[config.mk]
export PLATFORM = sky130hd
export DESIGN_NAME = i2c_target_register_pointer
export DESIGN_NICKNAME = d
export VERILOG_FILES = /design/src/rtl/i2ctrp_top_note.sv /design/src/rtl/i2ctrp_pkg.sv /design/src/rtl/i2ctrp_stage.sv /design/src/rtl/i2ctrp_core.sv /design/src/rtl/i2c_target_register_pointer.sv
export VERILOG_INCLUDE_DIRS = /design/src /design/src/rtl
export SDC_FILE = /design/constraint.sdc
export NUM_CORES = 1
export LEC_CHECK = 0
export ABC_AREA = 0
export BUFFER_PORTS_ARGS = -buffer_cell sky130_fd_sc_hd__buf_4
export CELL_PAD_IN_SITES_DETAIL_PLACEMENT = 1
export CELL_PAD_IN_SITES_GLOBAL_PLACEMENT = 1
export CORE_UTILIZATION = 45
export CTS_BUF_LIST = sky130_fd_sc_hd__clkbuf_8
export DETAILED_ROUTE_END_ITERATION = 16
export GPL_ROUTABILITY_DRIVEN = 0
export PLACE_DENSITY_LB_ADDON = 0.1
export SYNTH_ARGS = -nofsm -noshare
export SYNTH_HDL_FRONTEND = slang
export SYNTH_SLANG_ARGS = --single-unit
[constraint.sdc]
create_clock -name i_clk -period 2.9 [get_ports i_clk]
set_input_delay 0.145 -clock i_clk [delete_from_list [all_inputs] [get_ports i_clk]]
set_output_delay 0.145 -clock i_clk [all_outputs]
set_load 0.02 [all_outputs]
[src/rtl/assert_macros.svh]
// Assertion macros shared by the RTL.
`ifndef ASSERT_MACROS_SVH
`define ASSERT_MACROS_SVH

// Property checked at every clock edge outside reset.
`define ASSERT_CLK(label, clk, rst_n, prop) \
    label: assert property (@(posedge clk) disable iff (!rst_n) prop) \
        else $error("assertion failed: label");

// Condition that must never hold outside reset.
`define ASSERT_NEVER(label, clk, rst_n, cond) \
    label: assert property (@(posedge clk) disable iff (!rst_n) !(cond)) \
        else $error("forbidden condition: label");

`endif

[src/rtl/i2ctrp_top_note.sv]
// Registered result checker-free pass: not used.

[src/rtl/i2ctrp_pkg.sv]
// Types and constants of the I2C target register pointer.
package i2ctrp_pkg;

    localparam int BYTE_W = 8;
    localparam int PTR_W  = 2 * BYTE_W;
    localparam int OP_W   = 3;
    localparam int ACT_W  = 2;

    localparam logic [OP_W-1:0] OP_ADDR_WRITE = 3'd0;
    localparam logic [OP_W-1:0] OP_DATA_ACK   = 3'd1;
    localparam logic [OP_W-1:0] OP_STOP       = 3'd2;
    localparam logic [OP_W-1:0] OP_READ       = 3'd3;
    localparam logic [OP_W-1:0] OP_READ_NACK  = 3'd4;
    localparam logic [OP_W-1:0] OP_DISALLOWED = 3'd5;

    localparam logic [ACT_W-1:0] ACT_HOLD    = 2'd0;
    localparam logic [ACT_W-1:0] ACT_ACK     = 2'd1;
    localparam logic [ACT_W-1:0] ACT_RECOVER = 2'd2;

    typedef enum logic [1:0] {
        PH_ADDR_HIGH = 2'd0,
        PH_ADDR_LOW  = 2'd1,
        PH_WRITE     = 2'd2
    } t_phase;

    typedef struct packed {
        logic [OP_W-1:0]   op;
        logic [BYTE_W-1:0] rx_byte;
    } t_in_word;

    typedef struct packed {
        logic [ACT_W-1:0]  bus_action;
        logic              write_strobe;
        logic              read_strobe;
        logic [PTR_W-1:0]  access_address;
        logic [BYTE_W-1:0] write_data;
    } t_out_word;

endpackage

[src/rtl/i2ctrp_stage.sv]
// Pipeline register stage with valid/stall handshake.
module i2ctrp_stage #(
    parameter type t_data = logic
) (
    input  logic  i_clk,
    input  logic  i_rst_n,
    input  logic  i_valid,
    input  t_data i_data,
    output logic  o_stall,
    output logic  o_valid,
    output t_data o_data,
    input  logic  i_stall
);

    logic  r_valid;
    logic  n_valid;
    t_data r_data;
    logic  load;

    assign load    = !r_valid || !i_stall;
    assign o_stall = !load;
    assign n_valid = load ? i_valid : r_valid;
    assign o_valid = r_valid;
    assign o_data  = r_data;

    always_ff @(posedge i_clk) begin
        if (!i_rst_n) begin
            r_valid <= 1'b0;
        end else begin
            r_valid <= n_valid;
        end
    end

    always_ff @(posedge i_clk) begin
        if (load && i_valid) begin
            r_data <= i_data;
        end
    end

endmodule

[src/rtl/i2ctrp_core.sv]
// Event decode, phase and register pointer.
module i2ctrp_core
    import i2ctrp_pkg::*;
(
    input  logic      i_clk,
    input  logic      i_rst_n,
    input  logic      i_fire,
    input  t_in_word  i_word,
    output t_out_word o_word
);

    t_phase            r_phase;
    t_phase            n_phase;
    logic [PTR_W-1:0]  r_pointer;
    logic [PTR_W-1:0]  n_pointer;
    logic [PTR_W-1:0]  ptr_inc;

    assign ptr_inc = r_pointer + {{(PTR_W-1){1'b0}}, 1'b1};

    always_comb begin
        n_phase   = r_phase;
        n_pointer = r_pointer;
        o_word    = '0;
        o_word.bus_action = ACT_ACK;
        unique case (i_word.op)
            OP_ADDR_WRITE: begin
                n_phase = PH_ADDR_HIGH;
            end
            OP_DATA_ACK: begin
                unique case (r_phase)
                    PH_ADDR_HIGH: begin
                        n_pointer = {i_word.rx_byte, {BYTE_W{1'b0}}};
                        n_phase   = PH_ADDR_LOW;
                    end
                    PH_ADDR_LOW: begin
                        n_pointer = {r_pointer[PTR_W-1:BYTE_W], i_word.rx_byte};
                        n_phase   = PH_WRITE;
                    end
                    PH_WRITE: begin
                        o_word.write_strobe   = 1'b1;
                        o_word.access_address = r_pointer;
                        o_word.write_data     = i_word.rx_byte;
                        n_pointer             = ptr_inc;
                    end
                    default: begin
                    end
                endcase
            end
            OP_STOP, OP_READ_NACK: begin
            end
            OP_READ: begin
                o_word.read_strobe    = 1'b1;
                o_word.access_address = r_pointer;
                n_pointer             = ptr_inc;
            end
            OP_DISALLOWED: begin
                o_word.bus_action = ACT_HOLD;
            end
            default: begin
                o_word.bus_action = ACT_RECOVER;
            end
        endcase
    end

    always_ff @(posedge i_clk) begin
        if (!i_rst_n) begin
            r_phase   <= PH_ADDR_HIGH;
            r_pointer <= '0;
        end else if (i_fire) begin
            r_phase   <= n_phase;
            r_pointer <= n_pointer;
        end
    end

endmodule

[src/rtl/i2c_target_register_pointer.sv]
// A word accepted into the input register is decoded from there, and its result is loaded into
// the output register, which holds it until the receiver takes it.
// Throughput: one word per cycle while the output is not stalled; input register, decode logic, result register.
// The input side stalls only while both registers are full and the output is stalled.
// Reset: synchronous, active low; clears both stage valids, phase to high
// address byte and the pointer to zero.
`include "assert_macros.svh"
module i2c_target_register_pointer
    import i2ctrp_pkg::*;
(
    input  logic      i_clk,
    input  logic      i_rst_n,
    input  logic      i_in_valid,
    input  t_in_word  i_in_word,
    output logic      o_in_stall,
    output logic      o_out_valid,
    output t_out_word o_out_word,
    input  logic      i_out_stall
);

    logic      mid_valid;
    t_in_word  mid_word;
    logic      mid_stall;
    t_out_word res_word;
    logic      fire;

    assign fire = mid_valid && !mid_stall;

    i2ctrp_stage #(.t_data(t_in_word)) u_in_stage (
        .i_clk   (i_clk),
        .i_rst_n (i_rst_n),
        .i_valid (i_in_valid),
        .i_data  (i_in_word),
        .o_stall (o_in_stall),
        .o_valid (mid_valid),
        .o_data  (mid_word),
        .i_stall (mid_stall)
    );

    i2ctrp_core u_core (
        .i_clk   (i_clk),
        .i_rst_n (i_rst_n),
        .i_fire  (fire),
        .i_word  (mid_word),
        .o_word  (res_word)
    );

    i2ctrp_stage #(.t_data(t_out_word)) u_out_stage (
        .i_clk   (i_clk),
        .i_rst_n (i_rst_n),
        .i_valid (mid_valid),
        .i_data  (res_word),
        .o_stall (mid_stall),
        .o_valid (o_out_valid),
        .o_data  (o_out_word),
        .i_stall (i_out_stall)
    );

    `ASSERT_CLK(a_in_stall_cause, i_clk, i_rst_n,
        o_in_stall |-> (o_out_valid && i_out_stall))
    `ASSERT_NEVER(a_both_strobes, i_clk, i_rst_n,
        o_out_valid && o_out_word.write_strobe && o_out_word.read_strobe)
    `ASSERT_CLK(a_wdata_zero, i_clk, i_rst_n,
        (o_out_valid && !o_out_word.write_strobe) |-> (o_out_word.write_data == '0))
    `ASSERT_NEVER(a_bad_action, i_clk, i_rst_n,
        o_out_valid && (o_out_word.bus_action == 2'd3))

endmodule

# == After elaboration in Yosys (flattened, before gate mapping) ==
# Cells that the tools add are included.
# totals
regBits,59
latch_bits,0
ramBits,0
rom_bits,0
inputBits,15
output_inout_bits,30
word_cells,50
mem_count,0
# classes
addsub,1
mul,0
div,0
order_cmp,0
n_eq_ne,11
shift,0
muxes,9
n_bitwise,0
reduce_logical,17
# op_table
op,n
one-hot mux 16 bit (2 select lines),2
one-hot mux 16 bit (3 select lines),1
two-way mux 24 bit,1
adder 16 x 1 -> 16 bit (second input constant),1
one-hot mux 2 bit (2 select lines),3
equality test 3 x 2 -> 1 bit (second input constant),2
equality test 3 bit (second input constant),2
!= test 3 bit (second input constant),2
AND reduction 3 bit,2
OR reduction 5 bit,1
zero test 1 bit,4
!= test 4 bit (second input constant),1
AND reduction 4 bit,1
nonzero test 2 bit,2
equality test 3 x 1 -> 1 bit (second input constant),1
zero test 3 bit,1
equality test 2 x 1 -> 1 bit (second input constant),1
equality test 2 bit (second input constant),1
logical AND 1 bit,2
zero test 2 bit,1
logical OR 1 bit,2
two-way mux 1 bit,2
!= test 2 bit (second input constant),1
AND reduction 2 bit,1

# == Logic depth before layout (Yosys ltp) ==
# depth
depth_word,4
ltp_mapped,8
ltp_nobuf,7

# == Modules after synthesis ==
# From an unflattened synthesis, not the netlist that was laid out.
# unflattened
hier_cells,237
hier_area_um2,2677.6
# modules_own_cells
mod,instances,cells_per_inst,area_per_inst_um2,seq_area_each_um2
i2ctrp_core,1,189,1407.6,360.3
i2ctrp_stage (u_out_stage),1,32,883.3,860.8
i2ctrp_stage (u_in_stage),1,15,372.9,350.3
i2c_target_register_pointer,1,1,13.8,0.0

# == Worst setup path after synthesis ==
# Ideal clock, no wire load.
# synth_timing
path_type,register to register
from,"register u_in_stage.r_data, in the netlist u_in_stage.o_data[10]"
to,"register u_out_stage.r_data, in the netlist u_out_stage.o_data[9], data pin"
arrival_time_ns,1.521
t_required_ns,2.646
slack_ns,1.125
stages_incl_launch_ff,7
path_cell_list,edfxtp_1 > nand2b_2 > nor2_1 > and2_1 > nor2_1 > clkbuf_1 > and2b_1
# synth_rtl
item,line_no,rtl
from (decl),i2ctrp_stage.sv:17,t_data r_data;
from (signal assigned),i2ctrp_stage.sv:36,r_data <= i_data;
to (signal assigned),i2ctrp_stage.sv:36,
to (decl),i2ctrp_stage.sv:17,

# == Worst setup path after layout ==
# layout_timing
from,register u_core.r_phase[0]
to,register u_core.r_pointer[5]
# layout_between
elab_chain_cells,3
word_cells_on_any_way,7
classes_between,eq/ne (3); mux (2); reduce/logical (2)
# layout_rtl
item,line_no,rtl
from (decl),i2ctrp_core.sv:12,t_phase r_phase;
from (signal assigned),i2ctrp_core.sv:70,r_phase <= n_phase;
equality test 2 bit (tied with other cells),i2ctrp_core.sv:30,unique case (r_phase)
one-hot mux 16 bit (3 select lines) or != test 4 bit (tied branches),n/a,
one-hot mux 16 bit (2 select lines) or AND reduction 3 bit (tied branches),n/a,
to (signal assigned),i2ctrp_core.sv:71,r_pointer <= n_pointer;
to (decl),i2ctrp_core.sv:14,logic [PTR_W-1:0] r_pointer;
# Several ways; a longest one is shown, not always the timed one.
# A chain may end at the register's enable or synchronous reset.

==> out/qor.csv <==
metric,value,unit
cells after synthesis,248,
first-pass GRT wire length,11.4,mm
Synth area leader,edfxtp_1,
number of post-CTS setup repair buffers,0,
Syn Area/Cell,11.1,sq um
share of post-route cells with drive strength above 1,0.226,
final max-slew violation count,0,
initial core utilization,0.466,
Ant. Diodes,0,
vias,2211,
die height,80.3,um
fmax,0.483,GHz
clk root buf,clkbuf_8,
# DRC,0,
fin nets,328,
worst path required time,3.15,ns
Tcrit/Tclk final,0.714,
"Top FF cell, synth",edfxtp_1,
CP Cell Sequence,inv_1 -> ha_1 -> nor4_1 -> or3_1 -> o21ai_0 -> a21boi_0,
r2r setup slk,0.83,ns
post-route ant nets,0,
share of the synthesized area in the top cell type,0.424,
CTS tree,built,
CP max stage cell,nor4_1,
Critical Path Fanout Max,15,
Fin Setup TNS,0,ns
crit path capture type,flip-flop,
CTS sink count,59,
hold bufs inserted after CTS,11,
number of global-route vias before repair,2225,
worst min path class,input port to flip-flop,
Post-CTS Resized,0,
die area,6450,sq um
Via-to-Cell Ratio,5.68,
Setup CP Type,flip-flop to flip-flop,
peak supply drop,0.000386,V
"commonest cells after routing, fill and taps aside","buf_4, edfxtp_1, dfxtp_1, nor2_1, o21ai_0",
Synth cell types,49,
Avg WL per Cell,18.3,um
"Arr. time, crit path",2.32,ns
die width,80.3,um
Routed met3 length,330,um
max layer used,met4,
Max transition margin,0.371,
M1 WL,3.11,mm
total of max-cap violations,0,
fraction of registers with async set/reset,0,
"Hold Violations, Final",0,
Final HPWL DP,4.61,mm
Final Instance Area,3500,sq um
power per cell area,543,nW/um^2
Rows,28,
IO buf count,44,
startpoint types,flip-flop,
post-place instance area,3180,sq um
clock tree buffer depth,2,
largest net degree at the start of global routing,29,
Num CTS Buffers,9,
met2 wire len,3.58,mm
"most common cell after layout, fill and taps aside",buf_4,
core footprint,5920,sq um
cell area after synthesis,2760,sq um
P_leak,1.40,nW
max incr delay on CP,0.47,ns
min cycle time layout,2.07,ns
drt pass-1 iters,4,
status,"finished, final reports clean",
drt total wl,7.10,mm
"Seq/Total Area, Yosys",0.569,
setup violators final,0,
1st-iter DRT viols,135,
Overflow after GRT,0,
Post-synth EDFFs,39,
Tot GR Track Use,0.244,
register clock-pin slew on the reported worst setup and hold paths,0.07,ns
area grow syn2layout,26.6,%
ranking of synthesized cells by area,"edfxtp_1, dfxtp_1, nor2b_1, o21ai_0, and3_1",
final setup skew,0.00725,ns
Slew @ Worst Pin,0.941,ns
latest clock arrival within the worst-skew pair,0.34,ns
yosys warns,0,
RSZ-0062 raised after global routing,no,
I/O pins,45,
initial antenna violation count,0,
Post-Syn Nets,267,
Seq cells post-synth,59,
Max H-tree Level,3,
layout make-up:
class	count	area [sq um]
tap	75	93.8
sequential	59	1570
fill	642	2420
clock buffer	9	124
multi-input combinational	173	1120
timing repair buffer	60	478
inverter	6	22.5
clock inverter	7	82.6
where the power goes:
| part | switching [W] | leakage [nW] | internal [W] | total, W |
|---|---|---|---|---|
| clock network | 0.000326 | 0.108 | 0.000473 | 0.000799 |
| logic | 0.0000815 | 0.750 | 0.0000652 | 0.000147 |
| registers | 0.0000258 | 0.539 | 0.000927 | 0.000953 |
Yosys cell counts, types with 2 or more instances:
cell       count
a21boi_0       5
a21oi_1       10
a221oi_1       2
a22o_1         2
a22oi_1        5
a32o_1         2
a41oi_1        2
and2_1         3
and2b_1        6
and3_1        13
buf_2          2
clkbuf_1       7
dfxtp_1       20
edfxtp_1      39
ha_1           4
inv_1          6
nand2_1       15
nand2b_1       2
nand3_1        6
nand3_2        2
nand3b_1       3
nand4_1        3
nor2_1        17
nor2b_1       15
nor3_1         7
nor4_1         3
o2111ai_1      2
o211a_1        2
o211ai_1       2
o21a_1         3
o21ai_0       17
o21bai_1       2
or3_1          2
xnor2_1        2
final timing paths:
check                         start             endpoint  cells after the start
setup reg to reg  u_core.r_phase[0]  u_core.r_pointer[5]                      6
hold / removal           i_in_valid   u_in_stage.o_valid                      2
setup / recovery  u_core.r_phase[0]  u_core.r_pointer[5]                      6
hold reg to reg   u_core.r_phase[0]    u_core.r_phase[0]                      2
logic make-up after synthesis:
| logic type | after synthesis | share of synthesized area |
|---|---|---|
| compound gates | 64 | 0.161 |
| xor+xnor | 3 | 0.00952 |
| fa+ha+maj | 4 | 0.0181 |
| buf+inv | 16 | 0.0240 |
| flops | 59 | 0.569 |
| mux | 1 | 0.00362 |
| simple gates | 101 | 0.214 |
sequential cells by signal (all words and copies together), names as in the netlist:
name                 count
u_core.r_pointer        16
u_in_stage.o_valid       1
u_out_stage.o_data      28
u_out_stage.o_valid      1
u_in_stage.o_data       11
u_core.r_phase           2
metal layers:
metal	track usage	vias up
met5	0	-
met4	0.0929	0
met3	0.0625	9
met2	0.409	59
met1	0.301	1089
li1	-	1054
stage by stage:
step / setup WS (ns) / std cells / total power (W) / hold slack [ns] / util
after global routing: 0.656 / 389 / 0.00196 / 0.00357 / 0.590
after global placement: 0.926 / 362 / 0.00110 / 0.323 / 0.537
final: 0.829 / 389 / 0.00190 / 0.0210 / 0.590
after CTS: 0.825 / 389 / 0.00191 / 0.00452 / 0.590
after detailed placement: 0.894 / 362 / 0.00111 / 0.324 / 0.537
after floorplan: 1.13 / 248 / 0.00104 / 0.244 / -
critical path: cells and delay by family (launching register included):
kind	cells	cell delay, ns
simple gates	2	0.81
compound gates	2	0.39
flops	1	0.36
fa+ha+maj	1	0.36
buf+inv	1	0.07
No activity file was read; power rests on OpenSTA's default activity.
